==> src/rtl/core/bev_pkg.sv <==
// Shared types, widths and codes of the base extension vote unit.
package bev_pkg;

    localparam int COUNT_WIDTH_DEF = 16;
    localparam int NUM_BASES       = 4;
    localparam int BASE_W          = 2;
    localparam int AMOUNT_W        = 16;
    localparam int KEEP_W          = 17;
    localparam int MIN_DEPTH_W     = 16;
    localparam int FRAC_BITS       = 16;
    localparam int THR_W           = KEEP_W + AMOUNT_W - FRAC_BITS;
    localparam int CODE_W          = 3;
    localparam int CFG_IDX_W       = 1;
    localparam int CFG_DATA_W      = 17;
    localparam int S_TDATA_W       = 24;
    localparam int M_TDATA_W       = 8;

    typedef enum logic {
        OP_INC    = 1'b0,
        OP_DECIDE = 1'b1
    } t_op;

    localparam logic [CODE_W-1:0] CODE_X = 3'd4;
    localparam logic [CODE_W-1:0] CODE_F = 3'd5;

    localparam logic [CFG_IDX_W-1:0] REG_KEEP_FRACTION = 1'b0;
    localparam logic [CFG_IDX_W-1:0] REG_MIN_DEPTH     = 1'b1;

    localparam logic [KEEP_W-1:0]      KEEP_FRACTION_RESET = 17'd65536;
    localparam logic [MIN_DEPTH_W-1:0] MIN_DEPTH_RESET     = 16'd2;

    typedef struct packed {
        logic                en;
        logic [BASE_W-1:0]   base;
        logic [AMOUNT_W-1:0] amount;
    } t_inc_cmd;

    typedef struct packed {
        logic                load;
        logic                take;
        logic [AMOUNT_W-1:0] depth;
    } t_dec_ctl;

endpackage

==> src/rtl/core/base_extension_vote_unit.sv <==
// Top level of the base extension vote unit: input register, configuration, counters, vote.
// A decide word passes through the input register and the result register to the master side.
// One word per cycle unless a decide word stalls; threshold multiply and vote in one stage.
// A decide word waits in the input register while the result register is not taken.
// Reset (synchronous, active low): counters zero, keep_fraction 1.0, min_depth 2,
// input and result registers empty.
module base_extension_vote_unit #(
    parameter int COUNT_WIDTH = bev_pkg::COUNT_WIDTH_DEF
) (
    input  logic                              i_clk,
    input  logic                              i_rst_n,
    input  logic                              s_axis_tvalid,
    output logic                              s_axis_tready,
    input  logic [bev_pkg::S_TDATA_W-1:0]     s_axis_tdata,   // base[1:0], amount[17:2], zero
    input  logic [0:0]                        s_axis_tuser,   // op[0]
    output logic                              m_axis_tvalid,
    input  logic                              m_axis_tready,
    output logic [bev_pkg::M_TDATA_W-1:0]     m_axis_tdata,   // ext_code[2:0], all_zero[3], zero
    input  logic                              i_cfg_we,
    input  logic [bev_pkg::CFG_IDX_W-1:0]     i_cfg_idx,
    input  logic [bev_pkg::CFG_DATA_W-1:0]    i_cfg_data
);
    import bev_pkg::*;

    logic [KEEP_W-1:0]      r_keep_fraction;
    logic [MIN_DEPTH_W-1:0] r_min_depth;

    logic                   r_in_valid;
    logic                   n_in_valid;
    t_op                    r_in_op;
    logic [BASE_W-1:0]      r_in_base;
    logic [AMOUNT_W-1:0]    r_in_amount;

    logic                   w_accept;
    logic                   w_advance;
    logic                   w_out_valid;
    logic [CODE_W-1:0]      w_out_code;
    logic                   w_out_zero;
    t_inc_cmd               w_inc;
    t_dec_ctl               w_dec;

    logic [NUM_BASES-1:0][COUNT_WIDTH-1:0] w_counts;

    always_ff @(posedge i_clk) begin
        if (!i_rst_n) begin
            r_keep_fraction <= KEEP_FRACTION_RESET;
            r_min_depth     <= MIN_DEPTH_RESET;
        end else if (i_cfg_we) begin
            case (i_cfg_idx)
                REG_KEEP_FRACTION: r_keep_fraction <= i_cfg_data[KEEP_W-1:0];
                REG_MIN_DEPTH:     r_min_depth     <= i_cfg_data[MIN_DEPTH_W-1:0];
                default: ;
            endcase
        end
    end

    assign w_advance = r_in_valid &&
                       (r_in_op == OP_INC || !w_out_valid || m_axis_tready);
    assign s_axis_tready = !r_in_valid || w_advance;
    assign w_accept = s_axis_tvalid && s_axis_tready;

    always_comb begin
        if (w_accept) begin
            n_in_valid = 1'b1;
        end else if (w_advance) begin
            n_in_valid = 1'b0;
        end else begin
            n_in_valid = r_in_valid;
        end
    end

    always_ff @(posedge i_clk) begin
        if (!i_rst_n) begin
            r_in_valid <= 1'b0;
        end else begin
            r_in_valid <= n_in_valid;
        end
    end

    always_ff @(posedge i_clk) begin
        if (w_accept) begin
            r_in_op     <= t_op'(s_axis_tuser[0]);
            r_in_base   <= s_axis_tdata[BASE_W-1:0];
            r_in_amount <= s_axis_tdata[BASE_W+AMOUNT_W-1:BASE_W];
        end
    end

    always_comb begin
        w_inc.en     = w_advance && (r_in_op == OP_INC);
        w_inc.base   = r_in_base;
        w_inc.amount = r_in_amount;
        w_dec.load   = w_advance && (r_in_op == OP_DECIDE);
        w_dec.take   = m_axis_tready;
        w_dec.depth  = r_in_amount;
    end

    bev_counters #(
        .COUNT_WIDTH (COUNT_WIDTH)
    ) u_counters (
        .i_clk    (i_clk),
        .i_rst_n  (i_rst_n),
        .i_inc    (w_inc),
        .o_counts (w_counts)
    );

    bev_decide #(
        .COUNT_WIDTH (COUNT_WIDTH)
    ) u_decide (
        .i_clk           (i_clk),
        .i_rst_n         (i_rst_n),
        .i_ctl           (w_dec),
        .i_counts        (w_counts),
        .i_keep_fraction (r_keep_fraction),
        .i_min_depth     (r_min_depth),
        .o_valid         (w_out_valid),
        .o_code          (w_out_code),
        .o_all_zero      (w_out_zero)
    );

    assign m_axis_tvalid = w_out_valid;
    assign m_axis_tdata  = {(M_TDATA_W - CODE_W - 1)'(0), w_out_zero, w_out_code};

endmodule

==> src/rtl/core/bev_counters.sv <==
// Bank of four saturating base counters.
module bev_counters #(
    parameter int COUNT_WIDTH = bev_pkg::COUNT_WIDTH_DEF
) (
    input  logic                                             i_clk,
    input  logic                                             i_rst_n,
    input  bev_pkg::t_inc_cmd                                i_inc,
    output logic [bev_pkg::NUM_BASES-1:0][COUNT_WIDTH-1:0]   o_counts
);
    import bev_pkg::*;

    localparam int SumW = ((COUNT_WIDTH > AMOUNT_W) ? COUNT_WIDTH : AMOUNT_W) + 1;
    localparam logic [SumW-1:0] CountMax = SumW'((64'd1 << COUNT_WIDTH) - 64'd1);

    logic [NUM_BASES-1:0][COUNT_WIDTH-1:0] r_counts;
    logic [NUM_BASES-1:0][COUNT_WIDTH-1:0] n_counts;
    logic [SumW-1:0]                       w_sum;

    always_comb begin
        w_sum    = SumW'(r_counts[i_inc.base]) + SumW'(i_inc.amount);
        n_counts = r_counts;
        if (i_inc.en) begin
            // clamp at the counter maximum
            n_counts[i_inc.base] = (w_sum < CountMax) ? COUNT_WIDTH'(w_sum)
                                                      : COUNT_WIDTH'(CountMax);
        end
    end

    always_ff @(posedge i_clk) begin
        if (!i_rst_n) begin
            r_counts <= '0;
        end else begin
            r_counts <= n_counts;
        end
    end

    assign o_counts = r_counts;

endmodule

==> src/rtl/core/bev_decide.sv <==
// Threshold, top and runner-up vote, and the result register.
module bev_decide #(
    parameter int COUNT_WIDTH = bev_pkg::COUNT_WIDTH_DEF
) (
    input  logic                                             i_clk,
    input  logic                                             i_rst_n,
    input  bev_pkg::t_dec_ctl                                i_ctl,
    input  logic [bev_pkg::NUM_BASES-1:0][COUNT_WIDTH-1:0]   i_counts,
    input  logic [bev_pkg::KEEP_W-1:0]                       i_keep_fraction,
    input  logic [bev_pkg::MIN_DEPTH_W-1:0]                  i_min_depth,
    output logic                                             o_valid,
    output logic [bev_pkg::CODE_W-1:0]                       o_code,
    output logic                                             o_all_zero
);
    import bev_pkg::*;

    localparam int ProdW = KEEP_W + AMOUNT_W;
    localparam int CmpW  = (COUNT_WIDTH > THR_W) ? COUNT_WIDTH : THR_W;

    logic [ProdW-1:0]       w_prod;
    logic [THR_W-1:0]       w_thr_mul;
    logic [THR_W-1:0]       w_thr;
    logic [BASE_W-1:0]      w_top;
    logic [COUNT_WIDTH-1:0] w_runner;
    logic                   w_have;
    logic [CODE_W-1:0]      w_code;
    logic                   w_zero;

    logic                   r_valid;
    logic                   n_valid;
    logic [CODE_W-1:0]      r_code;
    logic                   r_all_zero;

    always_comb begin
        w_prod    = ProdW'(i_keep_fraction) * ProdW'(i_ctl.depth);
        w_thr_mul = w_prod[ProdW-1:FRAC_BITS];
        w_thr     = (THR_W'(i_min_depth) > w_thr_mul) ? THR_W'(i_min_depth) : w_thr_mul;

        // ties go to the higher base
        w_top = '0;
        for (int i = 1; i < NUM_BASES; i++) begin
            if (i_counts[i] >= i_counts[w_top]) begin
                w_top = BASE_W'(i);
            end
        end

        w_runner = '0;
        w_have   = 1'b0;
        for (int i = 0; i < NUM_BASES; i++) begin
            if (BASE_W'(i) != w_top && (!w_have || i_counts[i] > w_runner)) begin
                w_runner = i_counts[i];
                w_have   = 1'b1;
            end
        end

        if (CmpW'(i_counts[w_top]) < CmpW'(w_thr)) begin
            w_code = CODE_X;
        end else if (CmpW'(w_runner) >= CmpW'(w_thr)) begin
            w_code = CODE_F;
        end else begin
            w_code = CODE_W'(w_top);
        end

        w_zero = (i_counts == '0);
    end

    always_comb begin
        if (i_ctl.load) begin
            n_valid = 1'b1;
        end else if (i_ctl.take) begin
            n_valid = 1'b0;
        end else begin
            n_valid = r_valid;
        end
    end

    always_ff @(posedge i_clk) begin
        if (!i_rst_n) begin
            r_valid <= 1'b0;
        end else begin
            r_valid <= n_valid;
        end
    end

    always_ff @(posedge i_clk) begin
        if (i_ctl.load) begin
            r_code     <= w_code;
            r_all_zero <= w_zero;
        end
    end

    assign o_valid    = r_valid;
    assign o_code     = r_code;
    assign o_all_zero = r_all_zero;

endmodule

==> config.mk <==
export PLATFORM = sky130hd
export DESIGN_NAME = base_extension_vote_unit
export DESIGN_NICKNAME = d
export VERILOG_FILES = /design/src/rtl/core/bev_pkg.sv /design/src/rtl/core/base_extension_vote_unit.sv /design/src/rtl/core/bev_counters.sv /design/src/rtl/core/bev_decide.sv
export SDC_FILE = /design/constraint.sdc
export NUM_CORES = 1
export LEC_CHECK = 0
export BUFFER_PORTS_ARGS = -buffer_cell sky130_fd_sc_hd__buf_4
export CORE_ASPECT_RATIO = 2
export CORE_MARGIN = 2
export CORE_UTILIZATION = 65
export DETAILED_ROUTE_END_ITERATION = 8
export PLACE_DENSITY = 0.83
export SYNTH_ARGS = -nofsm -noshare
export SYNTH_HDL_FRONTEND = slang
export SYNTH_SLANG_ARGS = --single-unit
==> constraint.sdc <==
create_clock -name i_clk -period 23.4 [get_ports i_clk]
set_input_delay 3.51 -clock i_clk [delete_from_list [all_inputs] [get_ports i_clk]]
set_output_delay 3.51 -clock i_clk [all_outputs]
set_load 0.005 [all_outputs]
==> results.toml <==
[floorplanning]
initial_utilization = 0.6572
core_area_um2 = 28080
die_w_um = 123.2
ioPinCount = 58
floorplan.die_area_um2 = 29840
placementRows = 87
die_height_um = 242.3

[critical_path]
end_kind = "flop"
reg2reg_from = "u_counters.o_counts[4]"
register_to_register_path_depth = 64
criticalPathCategory = "flop to flop"
critPathBufInv = 8
critical_path.top_delay_family = "compound AO/OA/AOI/OAI gates"
critical_path.most_common_cell = "sky130_fd_sc_hd__ha_1"
startpoint_type = "flop"
cp_slowest_cell = "sky130_fd_sc_hd__a222oi_1"
r2r-end = "u_decide.o_code[2]"
critical-path-max-stage-delay_ns = 1.02
setup.reg_to_reg.worst_slack_ns = 6.74
worstPathRequired_ns = 23.60
worst-endpoint-arrival_ns = 16.85
path_max_fanout = 38

[synthesis]
leading_cell_type_by_number_of_instances_after_synthesis = "sky130_fd_sc_hd__nand2_1"
synth_commonest_cells = "sky130_fd_sc_hd__nand2_1 (349), sky130_fd_sc_hd__inv_1 (304), sky130_fd_sc_hd__ha_1 (261), sky130_fd_sc_hd__fa_1 (208), sky130_fd_sc_hd__dfxtp_1 (99)"
syn_area_per_cell_um2 = 8.769
ys.flop_type = "sky130_fd_sc_hd__dfxtp_1"
synthesis.area_um2 = 18460
ys_async_sr_fraction = 0
synth_area_leader = "sky130_fd_sc_hd__fa_1"
post_synth_num_cell_types = 66
synthCells = 2105
yosysWarningCount = 0
synth-seq-area-share = 0.1448
synth_largest_type_area_fraction = 0.2256
top_area_cells_in_the_synthesized_netlist = "sky130_fd_sc_hd__fa_1 (23%), sky130_fd_sc_hd__ha_1 (18%), sky130_fd_sc_hd__dfxtp_1 (11%), sky130_fd_sc_hd__nand2_1 (7.1%), sky130_fd_sc_hd__inv_1 (6.2%)"
synth_enable_flop_cells = 23
synth-seq-cells = 122

[power]
switching_share = 0.4593
cellPowerDensity_nw_per_um2 = 65.24
power_frac_seq = 0.189
comb_power_share = 0.596
power.internal_w = 0.0006948
power.clock.fraction = 0.215
power_switching_w = 0.0005902
leakage_nw = 9.536
vdd_drop_max_mv = 0.06262

[finish]
layoutNonFillerInstCount = 2475
area_delta_synth_final_pct = 6.718
design_area_um2 = 19700
nNetsFinal = 2617
drive_gt1_frac = 0.06957
final_core_utilization = 0.7014
multi_input_comb_area_um2 = 14220
seq_area_um2 = 2673
filler_cell_count = 2148

[routing]
route.final.wire_length_mm = 59.99
post_drt_via_cell_ratio = 6.591
routed_antenna_nets = 0
drt_first_iter_violations = 1695
routedWlPerCell_um = 24.24
post-route-drc-count = 0
via_count = 16310
drtPass1Iterations = 7

[global_route]
grt_usage = 0.4277
grt_overflow = 0
grt_antenna_before_repair = 7
wire_length_of_the_first_global_routing_pass_mm = 94.37
vias_in_the_first_global_route = 17350
grt_max_degree = 100

[clock_tree]
htree_num_levels = 4
tritoncts = "done"
cts_post_setup_buffers_inserted = 0
cts_hold_buf = 0
library_cell_used_as_clock_root_buffer = "sky130_fd_sc_hd__clkbuf_16"
clk_latency_ns = 0.46
clkSinkCount = 122
max-clock-path-buffers = 2
tritoncts.num_buffers = 17
cts-resized-gates = 0
clk_transition_reported_paths_ns = 0.06

[timing]
timing.final.crit_period_ns = 16.66
layout_worst_path_cycle_share = 0.7120
tightestPinTransition_ns = 1.240
slew-limit-headroom = 0.1731
grt_setup_unrepaired = "false"
finalMaxSlewViolations = 0
number_of_hold_slack_violations_in_the_final_timing_report = 0
fin_skew_ns = 0.01475
setup_viol = 0
timing.fmax_mhz = 60.03
tns_ns = 0

[hold_path]
hold_class = "flop to flop"
hold_end = "r_min_depth[3]"
hold_start = "r_min_depth[3]"
worst_hold_path.num_cells = 2

[place]
port-buffer-count = 47
globalplace.congestion = 0.9871
placed_area_um2 = 19090
half_perimeter_wire_length_after_detailed_placement_mm = 45.25
placed_cells = 2437

[job]
max_cap_viols = 0

[status]
outcome = "complete, no violations"
-- flip-flops by register name, summed over array words and instances (netlist names), 2 cells and up --
name and flops:
u_counters.o_counts 64, r_in_amount 16, r_min_depth 16, r_keep_fraction 17, u_decide.o_code 3, r_in_base 2
-- area by class of cell --
type / instances / share of cell area
inverter: 304 / 0.05793
clock buffer: 19 / 0.02198
tap: 356 / 0.02261
clock inverter: 13 / 0.008321
sequential: 122 / 0.1357
timing repair buffer: 81 / 0.03087
multi-input combinational: 1574 / 0.7218
antenna: 6 / 0.0007622
-- how the worst max path moves through the flow --
stage,from,end,slack (ns),depth (start not counted)
floorplan,u_counters.o_counts[9],u_decide.o_code[2],9.21,70
global placement,u_counters.o_counts[10],u_decide.o_code[2],7.88,64
detailed placement,u_counters.o_counts[2],u_decide.o_code[2],7.65,64
CTS,u_counters.o_counts[2],u_decide.o_code[2],7.59,65
global route,u_counters.o_counts[2],u_decide.o_code[2],6.21,64
finish,u_counters.o_counts[4],u_decide.o_code[2],6.74,64
-- layout by cell type (no fill, tap or decap), drive strengths merged, types with 5 or more instances in the layout --
| master | netlist | final |
|---|---|---|
| o211a | 46 | 46 |
| o31ai | 5 | 5 |
| o21ai | 70 | 70 |
| ha | 261 | 261 |
| mux4 | 16 | 16 |
| xnor2 | 24 | 24 |
| a2111oi | 7 | 7 |
| nor3b | 5 | 5 |
| and2 | 90 | 90 |
| a21o | 42 | 42 |
| o21a | 8 | 8 |
| a311oi | 6 | 6 |
| a31oi | 7 | 7 |
| nor4 | 21 | 21 |
| nand2 | 349 | 349 |
| xor2 | 6 | 6 |
| a21oi | 86 | 86 |
| nand4 | 32 | 32 |
| nor3 | 10 | 10 |
| o21bai | 6 | 6 |
| edfxtp | 23 | 23 |
| a222oi | 15 | 15 |
| diode | 0 | 6 |
| buf | 16 | 81 |
| nor2 | 66 | 66 |
| inv | 304 | 309 |
| fa | 208 | 208 |
| o211ai | 6 | 6 |
| clkbuf | 92 | 19 |
| mux2 | 32 | 32 |
| nand2b | 9 | 9 |
| mux2i | 34 | 34 |
| nand3 | 10 | 10 |
| a21boi | 32 | 32 |
| dfxtp | 99 | 99 |
| nor2b | 19 | 19 |
| a211oi | 9 | 9 |
-- stage by stage --
stage	setup slack, ns	hold slack, ns	total power, W
finish	6.740	0.5016	0.001285
global placement	7.885	0.4783	0.0009511
global route	6.212	0.5177	0.001373
CTS	7.593	0.5009	0.001255
floorplan	9.207	0.4609	0.0007634
detailed placement	7.653	0.4865	0.0009764
-- kinds of logic after synthesis --
family / after synthesis / share of synthesized area
other: 1 / 0.0002032
buffers and inverters: 412 / 0.08656
adder cells (fa/ha/maj): 469 / 0.4025
multiplexers: 82 / 0.05769
AND/OR/NAND/NOR: 627 / 0.1565
XOR/XNOR: 30 / 0.01424
flip-flops: 122 / 0.1448
AO/OA/AOI/OAI: 362 / 0.1375
-- layer usage --
metal  vias up  GRT usage  share of wire
met3       498     0.1347          0.086
met2       995     0.6865           0.49
met5         -          0        0.00022
li1       7030          -              -
met4         2     0.4295           0.13
met1      7788     0.4099           0.30
-- worst reg2reg max path: cells and delay by family (launching register included) --
family                     cells  cell delay [ns]
DFF                            1             0.53
AOI/OAI and AO/OA             30             7.87
and+or+nand+nor               16             2.93
adders and majority gates      7             2.05
buffers and inverters          8             1.85
muxes                          3             1.15
-- power groups by stage --
| stage | clock network (W) | logic [W] | registers (W) |
|---|---|---|---|
| 5_1_grt | 0.000287 | 0.000843 | 0.000243 |
| 2_1_floorplan | 0 | 0.000530 | 0.000233 |
| 3_5_place_dp | 0 | 0.000731 | 0.000245 |
| 4_1_cts | 0.000278 | 0.000737 | 0.000241 |
| 3_3_place_gp | 0 | 0.000706 | 0.000245 |
| 6_report | 0.000277 | 0.000765 | 0.000243 |
No activity file was read; power rests on OpenSTA's default activity.
